## src/smd_pkg.sv

```systemverilog
// ----------------------------------------------------------------------------
// smd_pkg
// Shared constants, types and compare helpers for the serial marker deframer.
// ----------------------------------------------------------------------------
package smd_pkg;

  // Frame limits
  localparam int LENGTH_LIMIT = 63;
  localparam int MARKER_MAX   = 8;
  localparam int MARKER_BYTES = 8;                     // bytes in a 64-bit marker word
  localparam int MK_IDX_W     = $clog2(MARKER_BYTES);
  localparam int BUF_DEPTH    = 64;
  localparam int ADDR_W       = $clog2(BUF_DEPTH);
  localparam int FILL_W       = ADDR_W + 1;
  localparam int LEN_W        = 4;
  localparam int MARKER_W     = 8 * MARKER_BYTES;

  // Command queue between front and back (power of two)
  localparam int QUEUE_DEPTH  = 2;
  localparam int QPTR_W       = $clog2(QUEUE_DEPTH);
  localparam int QCNT_W       = QPTR_W + 1;

  // Result status codes
  localparam logic [2:0] ST_PAYLOAD      = 3'd0;
  localparam logic [2:0] ST_EMPTY        = 3'd1;
  localparam logic [2:0] ST_END_NO_START = 3'd2;
  localparam logic [2:0] ST_START_NO_END = 3'd3;
  localparam logic [2:0] ST_OVERFLOW     = 3'd4;

  // Configuration register indexes
  localparam logic [1:0] REG_START_MARKER = 2'd0;
  localparam logic [1:0] REG_START_LENGTH = 2'd1;
  localparam logic [1:0] REG_END_MARKER   = 2'd2;
  localparam logic [1:0] REG_END_LENGTH   = 2'd3;

  // Configuration reset values
  localparam logic [MARKER_W-1:0] START_MARKER_RST = MARKER_W'(60);
  localparam logic [LEN_W-1:0]    START_LENGTH_RST = LEN_W'(1);
  localparam logic [MARKER_W-1:0] END_MARKER_RST   = MARKER_W'(62);
  localparam logic [LEN_W-1:0]    END_LENGTH_RST   = LEN_W'(1);

  typedef logic [7:0] byte_t;
  typedef byte_t [MARKER_BYTES-1:0] marker_bytes_t;

  typedef struct packed {
    logic [MARKER_W-1:0] start_marker;
    logic [LEN_W-1:0]    start_length;
    logic [MARKER_W-1:0] end_marker;
    logic [LEN_W-1:0]    end_length;
  } cfg_t;

  // One queued job: a status result (optionally followed by overflow) or a drain
  typedef struct packed {
    logic              drain;
    logic [2:0]        code;
    logic              ovf_after;
    logic [ADDR_W-1:0] base;
    logic [FILL_W-1:0] len;
  } cmd_t;

  typedef enum logic [2:0] {
    BK_IDLE,
    BK_STATUS,
    BK_OVF,
    BK_DRAIN_RD,
    BK_DRAIN_WR
  } back_state_t;

  // Clamp a marker length into 1..MARKER_MAX
  function automatic logic [LEN_W-1:0] eff_len(input logic [LEN_W-1:0] v);
    logic [LEN_W-1:0] r;
    r = v;
    if (v == '0) begin
      r = LEN_W'(1);
    end else if (v > LEN_W'(MARKER_MAX)) begin
      r = LEN_W'(MARKER_MAX);
    end
    return r;
  endfunction

  // First len bytes of b equal the marker
  function automatic logic prefix_match(input marker_bytes_t b, input marker_bytes_t m,
                                        input logic [LEN_W-1:0] len);
    logic ok;
    ok = 1'b1;
    for (int i = 0; i < MARKER_BYTES; i++) begin
      if (LEN_W'(i) < len && b[i] != m[i]) begin
        ok = 1'b0;
      end
    end
    return ok;
  endfunction

  // Newest len bytes (b[0] newest) equal the marker in arrival order
  function automatic logic suffix_match(input marker_bytes_t b, input marker_bytes_t m,
                                        input logic [LEN_W-1:0] len);
    logic             ok;
    logic [LEN_W-1:0] idx;
    ok = 1'b1;
    for (int j = 0; j < MARKER_BYTES; j++) begin
      idx = len - LEN_W'(j) - LEN_W'(1);
      if (LEN_W'(j) < len && b[j] != m[idx[MK_IDX_W-1:0]]) begin
        ok = 1'b0;
      end
    end
    return ok;
  endfunction

endpackage

```

## src/smd_ram.sv

```systemverilog
// ----------------------------------------------------------------------------
// smd_ram
// Generic simple dual-port RAM: one write port, one registered read port.
// ----------------------------------------------------------------------------
module smd_ram #(
  parameter int WIDTH = 8,
  parameter int DEPTH = 64
) (
  input  logic                     clk,
  input  logic                     we,
  input  logic [$clog2(DEPTH)-1:0] waddr,
  input  logic [WIDTH-1:0]         wdata,
  input  logic                     re,
  input  logic [$clog2(DEPTH)-1:0] raddr,
  output logic [WIDTH-1:0]         rdata
);

  logic [WIDTH-1:0] mem [DEPTH];

  // Write and registered read
  always_ff @(posedge clk) begin
    if (we) begin
      mem[waddr] <= wdata;
    end
    if (re) begin
      rdata <= mem[raddr];
    end
  end

endmodule

```

## src/smd_cmd_fifo.sv

```systemverilog
// ----------------------------------------------------------------------------
// smd_cmd_fifo
// Short command queue between the classifying front and the result back end.
// ----------------------------------------------------------------------------
module smd_cmd_fifo
  import smd_pkg::*;
(
  input  logic clk,
  input  logic rst,
  input  logic push,
  input  cmd_t din,
  input  logic pop,
  output cmd_t dout,
  output logic full,
  output logic empty
);

  cmd_t              q [QUEUE_DEPTH];
  logic [QPTR_W-1:0] wr_ptr;
  logic [QPTR_W-1:0] rd_ptr;
  logic [QCNT_W-1:0] count;

  assign dout  = q[rd_ptr];
  assign full  = (count == QCNT_W'(QUEUE_DEPTH));
  assign empty = (count == '0);

  // Advance pointers and occupancy
  always_ff @(posedge clk) begin
    if (rst) begin
      wr_ptr <= '0;
      rd_ptr <= '0;
      count  <= '0;
    end else begin
      if (push) begin
        wr_ptr <= wr_ptr + 1'b1;
      end
      if (pop) begin
        rd_ptr <= rd_ptr + 1'b1;
      end
      if (push && !pop) begin
        count <= count + 1'b1;
      end else if (pop && !push) begin
        count <= count - 1'b1;
      end
    end
  end

  // Store entries
  always_ff @(posedge clk) begin
    if (push) begin
      q[wr_ptr] <= din;
    end
  end

endmodule

```

## src/smd_front.sv

```systemverilog
// ----------------------------------------------------------------------------
// smd_front
// Accepts received bytes, appends them to the frame buffer and classifies the
// buffer against the start and end markers, queuing one job per outcome.
// ----------------------------------------------------------------------------
module smd_front
  import smd_pkg::*;
(
  input  logic              clk,
  input  logic              rst,
  input  cfg_t              cfg,
  input  logic              rx_valid,
  output logic              rx_ready,
  input  logic [7:0]        rx_byte,
  input  logic              fifo_full,
  output logic              push,
  output cmd_t              cmd,
  input  logic              drain_done,
  output marker_bytes_t     head_bytes,
  output logic              ram_we,
  output logic [ADDR_W-1:0] ram_waddr,
  output logic [7:0]        ram_wdata
);

  logic [FILL_W-1:0] fill, fill_next;
  logic              drain_busy;
  marker_bytes_t     head, head_next;    // buffer positions 0..7
  marker_bytes_t     tail, tail_next;    // newest bytes, tail[0] newest

  logic              accept;
  logic [LEN_W-1:0]  slen, elen;
  logic [FILL_W-1:0] slen_x, elen_x, fill_inc, plen;
  marker_bytes_t     start_m, end_m;
  marker_bytes_t     head_n, tail_n, head_r, tail_r;
  logic              check, end_pre, start_pre, restart, frame, over;

  // Hold input while a drain owns the buffer or the queue is full
  assign rx_ready = !drain_busy && !fifo_full;
  assign accept   = rx_valid && rx_ready;

  // Append the byte into the buffer memory
  assign ram_we     = accept;
  assign ram_waddr  = fill[ADDR_W-1:0];
  assign ram_wdata  = rx_byte;
  assign head_bytes = head;

  // Buffer view with the new byte in place
  always_comb begin
    logic [LEN_W-1:0] idx;
    slen     = eff_len(cfg.start_length);
    elen     = eff_len(cfg.end_length);
    slen_x   = FILL_W'(slen);
    elen_x   = FILL_W'(elen);
    start_m  = marker_bytes_t'(cfg.start_marker);
    end_m    = marker_bytes_t'(cfg.end_marker);
    fill_inc = fill + 1'b1;
    plen     = fill_inc - slen_x - elen_x;

    head_n = head;
    if (fill < FILL_W'(MARKER_BYTES)) begin
      head_n[fill[MK_IDX_W-1:0]] = rx_byte;
    end
    tail_n = {tail[MARKER_BYTES-2:0], rx_byte};

    // Restart images: buffer holds just the start marker
    head_r = head_n;
    tail_r = tail_n;
    for (int k = 0; k < MARKER_BYTES; k++) begin
      idx = slen - LEN_W'(k) - LEN_W'(1);
      if (LEN_W'(k) < slen) begin
        head_r[k] = start_m[k];
        tail_r[k] = start_m[idx[MK_IDX_W-1:0]];
      end
    end

    check     = fill_inc >= slen_x;
    end_pre   = (fill_inc >= elen_x) && prefix_match(head_n, end_m, elen);
    start_pre = prefix_match(head_n, start_m, slen);
    restart   = (fill_inc > slen_x) && suffix_match(tail_n, start_m, slen);
    frame     = (fill_inc >= slen_x + elen_x) && suffix_match(tail_n, end_m, elen);
    over      = fill_inc > FILL_W'(LENGTH_LIMIT);
  end

  // Classify the buffer and pick the job
  always_comb begin
    fill_next = fill;
    head_next = head;
    tail_next = tail;
    push      = 1'b0;
    cmd       = '0;
    cmd.code  = ST_PAYLOAD;
    if (accept) begin
      fill_next = fill_inc;
      head_next = head_n;
      tail_next = tail_n;
      if (check) begin
        if (end_pre) begin
          push      = 1'b1;
          cmd.code  = ST_END_NO_START;
          fill_next = '0;
        end else if (start_pre) begin
          if (restart) begin
            push      = 1'b1;
            cmd.code  = ST_START_NO_END;
            head_next = head_r;
            tail_next = tail_r;
            if (slen_x > FILL_W'(LENGTH_LIMIT)) begin
              cmd.ovf_after = 1'b1;
              fill_next     = '0;
            end else begin
              fill_next = slen_x;
            end
          end else if (frame) begin
            push      = 1'b1;
            fill_next = '0;
            if (plen == '0) begin
              cmd.code = ST_EMPTY;
            end else begin
              cmd.drain = 1'b1;
              cmd.base  = ADDR_W'(slen);
              cmd.len   = plen;
            end
          end else if (over) begin
            push      = 1'b1;
            cmd.code  = ST_OVERFLOW;
            fill_next = '0;
          end
        end else begin
          fill_next = '0;
        end
      end
    end
  end

  // Control state
  always_ff @(posedge clk) begin
    if (rst) begin
      fill       <= '0;
      drain_busy <= 1'b0;
    end else begin
      fill <= fill_next;
      if (push && cmd.drain) begin
        drain_busy <= 1'b1;
      end else if (drain_done) begin
        drain_busy <= 1'b0;
      end
    end
  end

  // Marker windows
  always_ff @(posedge clk) begin
    head <= head_next;
    tail <= tail_next;
  end

  a_drain_blocks_input: assert property (@(posedge clk) disable iff (rst)
    push && cmd.drain |=> !rx_ready)
    else $error("input not held after a drain was queued");

  a_fill_in_limit: assert property (@(posedge clk) disable iff (rst)
    fill <= FILL_W'(LENGTH_LIMIT))
    else $error("fill count above length limit");

  a_push_needs_accept: assert property (@(posedge clk) disable iff (rst)
    push |-> accept && !fifo_full)
    else $error("job queued without an accepted byte");

endmodule

```

## src/smd_back.sv

```systemverilog
// ----------------------------------------------------------------------------
// smd_back
// Executes queued jobs: status results and payload drains from the buffer,
// through a registered output stage.
// ----------------------------------------------------------------------------
module smd_back
  import smd_pkg::*;
(
  input  logic              clk,
  input  logic              rst,
  input  logic              fifo_empty,
  input  cmd_t              fifo_head,
  output logic              pop,
  input  marker_bytes_t     head_bytes,
  output logic              ram_re,
  output logic [ADDR_W-1:0] ram_raddr,
  input  logic [7:0]        ram_rdata,
  output logic              drain_done,
  output logic              out_valid,
  input  logic              out_ready,
  output logic [7:0]        payload_byte,
  output logic [2:0]        status,
  output logic              last
);

  back_state_t       state, state_next;
  logic [2:0]        code;
  logic              ovf_after;
  logic [ADDR_W-1:0] rd_addr;
  logic [FILL_W-1:0] remain;

  logic              slot_free;
  logic              emit;
  logic              advance;
  logic [7:0]        emit_byte;
  logic [2:0]        emit_status;
  logic              emit_last;
  logic              final_byte;

  assign slot_free  = !out_valid || out_ready;
  assign final_byte = (remain == FILL_W'(1));
  assign ram_raddr  = rd_addr;

  // Next state
  always_comb begin
    state_next = state;
    case (state)
      BK_IDLE: begin
        if (!fifo_empty) begin
          state_next = fifo_head.drain ? BK_DRAIN_RD : BK_STATUS;
        end
      end
      BK_STATUS: begin
        if (slot_free) begin
          state_next = ovf_after ? BK_OVF : BK_IDLE;
        end
      end
      BK_OVF: begin
        if (slot_free) begin
          state_next = BK_IDLE;
        end
      end
      BK_DRAIN_RD: begin
        state_next = BK_DRAIN_WR;
      end
      BK_DRAIN_WR: begin
        if (slot_free) begin
          state_next = final_byte ? BK_IDLE : BK_DRAIN_RD;
        end
      end
      default: begin
        state_next = BK_IDLE;
      end
    endcase
  end

  // State outputs
  always_comb begin
    pop         = 1'b0;
    emit        = 1'b0;
    advance     = 1'b0;
    ram_re      = 1'b0;
    drain_done  = 1'b0;
    emit_byte   = '0;
    emit_status = ST_PAYLOAD;
    emit_last   = 1'b0;
    case (state)
      BK_IDLE: begin
        pop = !fifo_empty;
      end
      BK_STATUS: begin
        emit        = slot_free;
        emit_status = code;
        emit_last   = !ovf_after;
      end
      BK_OVF: begin
        emit        = slot_free;
        emit_status = ST_OVERFLOW;
        emit_last   = 1'b1;
      end
      BK_DRAIN_RD: begin
        ram_re = 1'b1;
      end
      BK_DRAIN_WR: begin
        emit        = slot_free;
        advance     = slot_free;
        drain_done  = slot_free && final_byte;
        emit_status = ST_PAYLOAD;
        emit_last   = final_byte;
        // The first marker-width positions live in the head window
        if (rd_addr < ADDR_W'(MARKER_BYTES)) begin
          emit_byte = head_bytes[rd_addr[MK_IDX_W-1:0]];
        end else begin
          emit_byte = ram_rdata;
        end
      end
      default: begin
        pop = 1'b0;
      end
    endcase
  end

  // Control state and output valid
  always_ff @(posedge clk) begin
    if (rst) begin
      state     <= BK_IDLE;
      out_valid <= 1'b0;
    end else begin
      state <= state_next;
      if (emit) begin
        out_valid <= 1'b1;
      end else if (out_ready) begin
        out_valid <= 1'b0;
      end
    end
  end

  // Job registers, drain address and output payload
  always_ff @(posedge clk) begin
    if (pop) begin
      code      <= fifo_head.code;
      ovf_after <= fifo_head.ovf_after;
      rd_addr   <= fifo_head.base;
      remain    <= fifo_head.len;
    end else if (advance) begin
      rd_addr <= rd_addr + 1'b1;
      remain  <= remain - 1'b1;
    end
    if (emit) begin
      payload_byte <= emit_byte;
      status       <= emit_status;
      last         <= emit_last;
    end
  end

  a_drain_nonempty: assert property (@(posedge clk) disable iff (rst)
    (state == BK_DRAIN_WR || state == BK_DRAIN_RD) |-> remain != '0)
    else $error("drain running with no bytes left");

  a_drain_done_idle: assert property (@(posedge clk) disable iff (rst)
    drain_done |=> state == BK_IDLE)
    else $error("drain finished but back end not idle");

  a_pop_starts_job: assert property (@(posedge clk) disable iff (rst)
    pop |=> (state == BK_STATUS || state == BK_DRAIN_RD))
    else $error("popped job did not start");

endmodule

```

## src/serial_marker_deframer_core.sv

```systemverilog
// ----------------------------------------------------------------------------
// serial_marker_deframer_core
// Start/end marker deframer for a byte-serial receive stream.
// ----------------------------------------------------------------------------
// A received byte is taken whenever no payload drain is pending and the
// two-entry job queue has room. The front appends it to a 64-byte buffer
// memory, compares the head and tail windows against the markers in the same
// cycle and queues at most one job. The back end picks up each job in its
// idle state and finishes it before it takes the next. Status results (empty
// message, end without start, start without end, overflow) leave through the
// output register. Once the queue is full, bytes are held until the back end
// picks up a job. After a completed frame with payload, rx_ready stays low
// until the last payload byte is loaded into the output register. Each
// payload byte takes a buffer-memory read state and then an output load
// state, which waits while the output is stalled. The buffer memory needs no
// clearing pass after reset. Configuration writes are taken at any time but
// are meant for idle periods.
// ----------------------------------------------------------------------------
module serial_marker_deframer_core
  import smd_pkg::*;
(
  input  logic                clk,
  input  logic                rst,
  input  logic                cfg_valid,
  output logic                cfg_ready,
  input  logic [1:0]          cfg_index,
  input  logic [MARKER_W-1:0] cfg_data,
  input  logic                rx_valid,
  output logic                rx_ready,
  input  logic [7:0]          rx_byte,
  output logic                out_valid,
  input  logic                out_ready,
  output logic [7:0]          payload_byte,
  output logic [2:0]          status,
  output logic                last
);

  cfg_t              cfg;
  logic              push, pop, fifo_full, fifo_empty, drain_done;
  cmd_t              cmd, fifo_head;
  marker_bytes_t     head_bytes;
  logic              ram_we, ram_re;
  logic [ADDR_W-1:0] ram_waddr, ram_raddr;
  logic [7:0]        ram_wdata, ram_rdata;

  assign cfg_ready = 1'b1;

  // Configuration registers
  always_ff @(posedge clk) begin
    if (rst) begin
      cfg.start_marker <= START_MARKER_RST;
      cfg.start_length <= START_LENGTH_RST;
      cfg.end_marker   <= END_MARKER_RST;
      cfg.end_length   <= END_LENGTH_RST;
    end else if (cfg_valid && cfg_ready) begin
      case (cfg_index)
        REG_START_MARKER: cfg.start_marker <= cfg_data;
        REG_START_LENGTH: cfg.start_length <= cfg_data[LEN_W-1:0];
        REG_END_MARKER:   cfg.end_marker   <= cfg_data;
        REG_END_LENGTH:   cfg.end_length   <= cfg_data[LEN_W-1:0];
        default: begin
          cfg.start_length <= cfg.start_length;
        end
      endcase
    end
  end

  smd_front u_front (
    .clk        (clk),
    .rst        (rst),
    .cfg        (cfg),
    .rx_valid   (rx_valid),
    .rx_ready   (rx_ready),
    .rx_byte    (rx_byte),
    .fifo_full  (fifo_full),
    .push       (push),
    .cmd        (cmd),
    .drain_done (drain_done),
    .head_bytes (head_bytes),
    .ram_we     (ram_we),
    .ram_waddr  (ram_waddr),
    .ram_wdata  (ram_wdata)
  );

  smd_cmd_fifo u_fifo (
    .clk   (clk),
    .rst   (rst),
    .push  (push),
    .din   (cmd),
    .pop   (pop),
    .dout  (fifo_head),
    .full  (fifo_full),
    .empty (fifo_empty)
  );

  smd_ram #(
    .WIDTH (8),
    .DEPTH (BUF_DEPTH)
  ) u_buf (
    .clk   (clk),
    .we    (ram_we),
    .waddr (ram_waddr),
    .wdata (ram_wdata),
    .re    (ram_re),
    .raddr (ram_raddr),
    .rdata (ram_rdata)
  );

  smd_back u_back (
    .clk          (clk),
    .rst          (rst),
    .fifo_empty   (fifo_empty),
    .fifo_head    (fifo_head),
    .pop          (pop),
    .head_bytes   (head_bytes),
    .ram_re       (ram_re),
    .ram_raddr    (ram_raddr),
    .ram_rdata    (ram_rdata),
    .drain_done   (drain_done),
    .out_valid    (out_valid),
    .out_ready    (out_ready),
    .payload_byte (payload_byte),
    .status       (status),
    .last         (last)
  );

endmodule
```

## config.mk

```make
export PLATFORM = sky130hd
export DESIGN_NAME = serial_marker_deframer_core
export DESIGN_NICKNAME = d
export VERILOG_FILES = /design/src/smd_pkg.sv /design/src/smd_ram.sv /design/src/smd_cmd_fifo.sv /design/src/smd_front.sv /design/src/smd_back.sv /design/src/serial_marker_deframer_core.sv
export SDC_FILE = /design/constraint.sdc
export NUM_CORES = 2
export LEC_CHECK = 0
export BUFFER_PORTS_ARGS = -buffer_cell sky130_fd_sc_hd__buf_4
export CAP_MARGIN = 10
export CORE_MARGIN = 1.5
export CORE_UTILIZATION = 45
export DETAILED_ROUTE_END_ITERATION = 8
export GPL_TIMING_DRIVEN = 0
export MAX_ROUTING_LAYER = met4
export PLACE_DENSITY = 0.59
export SYNTH_ARGS = -nofsm -noshare
export SYNTH_HDL_FRONTEND = slang
export SYNTH_SLANG_ARGS = --single-unit
```

## constraint.sdc

```tcl
create_clock -name clk -period 7.5 [get_ports clk]
set_clock_uncertainty 0.15 [all_clocks]
set_input_delay 0 -clock clk [delete_from_list [all_inputs] [get_ports clk]]
set_output_delay 0 -clock clk [all_outputs]
set_load 0.005 [all_outputs]
```

==> run metrics <==
Gate Count Post-Synth 3,616; Post-Syn Area 44,700 um^2; Worst EP required between 7 and 8 ns; RSZ-0062 raised after global routing no; leading area contributor after synthesis edfxtp_1; Via density 6.50; # nets final about 4,100; Initial DRC Count roughly 4,800; Core Area just under 100,000 um^2; Area contributors post-synth edfxtp_1 47%, mux4_2 12%, dfxtp_1 6.8%; Total Routed Length ~190 mm; Yosys cell types 90; CTS tree built; clock-pin slew on the worst setup and hold paths 0.06 ns; Slowest-stage cell, CP clkdlybuf4s15_2; final hold vios 0; Register-to-Register Path Depth 20; routability cong. approximately 1.1; total grt overflow 0; yosys warns 0; Routed Antenna Nets 0; Most Crowded Layer GR met2; sequential area share after synthesis between 50% and 60%; # port buffers 92; largest net degree at the start of global routing 70; Final min period a little over 7 ns; min-delay src cfg_data[16]; Worst R2R Start cfg[69]; top-level I/O count 94; max cap viols 0; share of the synthesized area in the top cell type between 40% and 50%; WL per Instance 35.6 um; Total Routing Usage GR about two fifths; Seq cells post-synth roughly 850; clock tree buffer depth 3; die width 318 um; DP Area about 47,000 um^2; critical path capture point type flop; Cell Pwr Density 294 nW/um^2; cell area after layout 51,900 um^2; Initial Utilization between 40% and 50%; Die Ht between 300 and 400 um; HPWL Detailed between 100 and 150 mm; slowest cell delay on critical path around 0.65 ns; Slew @ Worst Pin approximately 1.6 ns; cell chain of the critical path clkbuf_1 > nand2b_1 > clkbuf_1 > inv_2 > buf_1 > clkdlybuf4s15_2 > ha_1 > xnor2_2 > buf_4 > mux4_2 > xnor2_1 > nand4_1 > o22ai_1 > o2111ai_2 > nor2_2 > o31ai_2 > inv_1 > ha_1 > or3_1 > a21oi_1; WHS Path Cells 4; Post-Syn Area per Cell roughly 12 um^2; worst vdd ir ~0.21 mV; peak fanout along the critical path 12; DRC viols 0; Die ar. 101,000 um^2; GR met1 Demand/Resource approximately half; crit start category flop; Final period util a little over nine tenths; WS Path Type flop to flop; Post-synth EDFFs 698; Slew headroom -7.54%; FF-to-FF setup slack approximately 0.3 ns; Most used DFF post-synth edfxtp_1; first-pass GRT wire length ~260 mm; row cnt 115; # setup viols final 0; Setup TNS 0 ns; Worst Hold End cfg[20]; final core utilization a little over half; Clk Tree Root Cell clkbuf_16; vias in the first global route around 33,000; clk_lat worst skew around 0.7 ns; Max Freq 139 MHz; failing checks slew limit; reg2reg end u_fifo.count[1]; GR met3 Demand/Resource about a tenth; Cell Count, Final, Fillers Out between 5,000 and 6,000; routed via count 34,600; Critical Path AT ~7.7 ns; P_leak 0.0176 uW; Syn-to-layout area delta 15.9%; Synth async-reset ratio 0%; HP Class input pin to flop; status finished, violations left; Num CTS Buffers 93; syn nets about 3,700; ratio of cells with drive above 1 in the final layout 16.0%; number of H-tree levels 3; clock sink count 851; M2 GR Usage between 50 and 60%; First-pass DRT Iterations 7; final hold slack approximately 0.034 ns; cell count after placement 5,004; initial antenna violation count 11; Final Max Slew Viols 1; Filler Cells Inserted roughly 8,500
-- cell families (layout without fill, tap and decap cells) --
group | Yosys count | after routing | share of synthesized area [%]
flip-flops | 851 | 851 | 53.7
multiplexers | 453 | 453 | 17.0
AND/OR/NAND/NOR | 903 | 903 | 9.56
AO/OA/AOI/OAI | 643 | 643 | 9.14
buffers and inverters | 440 | 854 | 3.81
other | 1 | 12 | 0.00838
adder cells (fa/ha/maj) | 41 | 41 | 1.23
XOR/XNOR | 284 | 284 | 5.58
-- metrics by stage --
step | total power (uW) | setup WS, ns
5_1_grt | 15700 | 0.0758
6_report | 15200 | 0.303
2_1_floorplan | 8730 | 0.947
3_5_place_dp | 10500 | -1.14
4_1_cts | 15200 | 0.0119
3_3_place_gp | 10500 | -3.14
-- critical path: cells and delay by family (launching register included) --
| family | cells | cell delay [ns] |
|---|---|---|
| AO/OA/AOI/OAI | 4 | 0.93 |
| multiplexers | 1 | 0.53 |
| AND/OR/NAND/NOR | 4 | 1.22 |
| flip-flops | 1 | 0.33 |
| buffers and inverters | 7 | 2.62 |
| XOR/XNOR | 2 | 0.59 |
| adder cells (fa/ha/maj) | 2 | 0.72 |
-- placed cells by master, fill, tap and decap left out, types with 139 or more instances in the layout --
| cell type | synthesis | routed |
|---|---|---|
| dfxtp_1 | 153 | 153 |
| nand2_1 | 391 | 391 |
| mux2i_1 | 160 | 160 |
| a21oi_1 | 226 | 225 |
| xnor2_1 | 152 | 145 |
| clkbuf_1 | 267 | 267 |
| edfxtp_1 | 698 | 698 |
| nor2_1 | 166 | 161 |
| dlygate4sd3_1 | 0 | 139 |
| mux4_2 | 239 | 239 |
-- power by group --
part	internal, uW	switching (uW)	total (uW)
combinational	1920	2670	4600
sequential	5550	413	5960
clock	2670	1990	4660
-- area by class of cell --
cell class	instances	area (um^2)	share of cell area, %
Antenna cell	11	27.5	0.0531
Timing Repair Buffer	244	2260	4.37
Buffer	340	1350	2.60
Multi-Input combinational cell	2325	19100	36.9
Clock buffer	108	2450	4.73
Clock inverter	64	622	1.20
Sequential cell	851	24000	46.3
Tap cell	1287	1610	3.11
Inverter	98	372	0.717
-- worst max path at each step --
stage	from	end	cells after the start
after floorplan	u_fifo.count[0]	u_buf.mem[24][0]	7
after global placement	u_fifo.count[0]	u_buf.mem[15][2]	7
after detailed placement	cfg[3]	u_fifo.q[1][7]	19
after CTS	cfg[2]	u_fifo.q[0][8]	22
after global routing	cfg[69]	u_fifo.count[1]	20
final	cfg[69]	u_fifo.count[1]	20
-- synthesized netlist by cell type, drive strengths merged (34+ instances only) --
cell type  number
o21ai         119
nand2         391
nor2          170
nor3           47
mux2           54
nand3          56
mux2i         160
xor2          131
buf            71
clkbuf        271
ha             36
o22ai          44
dfxtp         153
mux4          239
nor4           34
a21oi         227
xnor2         153
inv            98
edfxtp        698
a22oi          42
-- state kept, by name, indices dropped and copies added (netlist names), named ones only --
name	cells
u_front.fill	7
u_buf.mem	512
u_back.state	3
u_front.tail	56
u_buf.rdata	8
cfg	136
u_back.code	3
u_back.remain	7
u_front.drain_busy	1
u_fifo.rd_ptr	1
u_fifo.wr_ptr	1
u_fifo.count	2
u_back.out_valid	1
u_fifo.q	30
u_back.ram_raddr	6
u_back.status	3
u_back.last	1
u_back.payload_byte	8
u_front.head_bytes	64
-- what timing repair did --
item / CTS / global route
setup buffers: 1 / 0
resized for setup: 15 / 18
hold buffers: 139 / 0
pin swaps: 1 / 0
hold endpoints to repair: 669 / 0
setup endpoints to repair: 68 / 32
-- metal layers --
metal  wire length (um)  up-vias
li1                   -    14300
met1              76100    17600
met2              81100     2223
met3              21400      416
met4              11100        0
met5                  0        -
(Power assumes the default switching activity.)
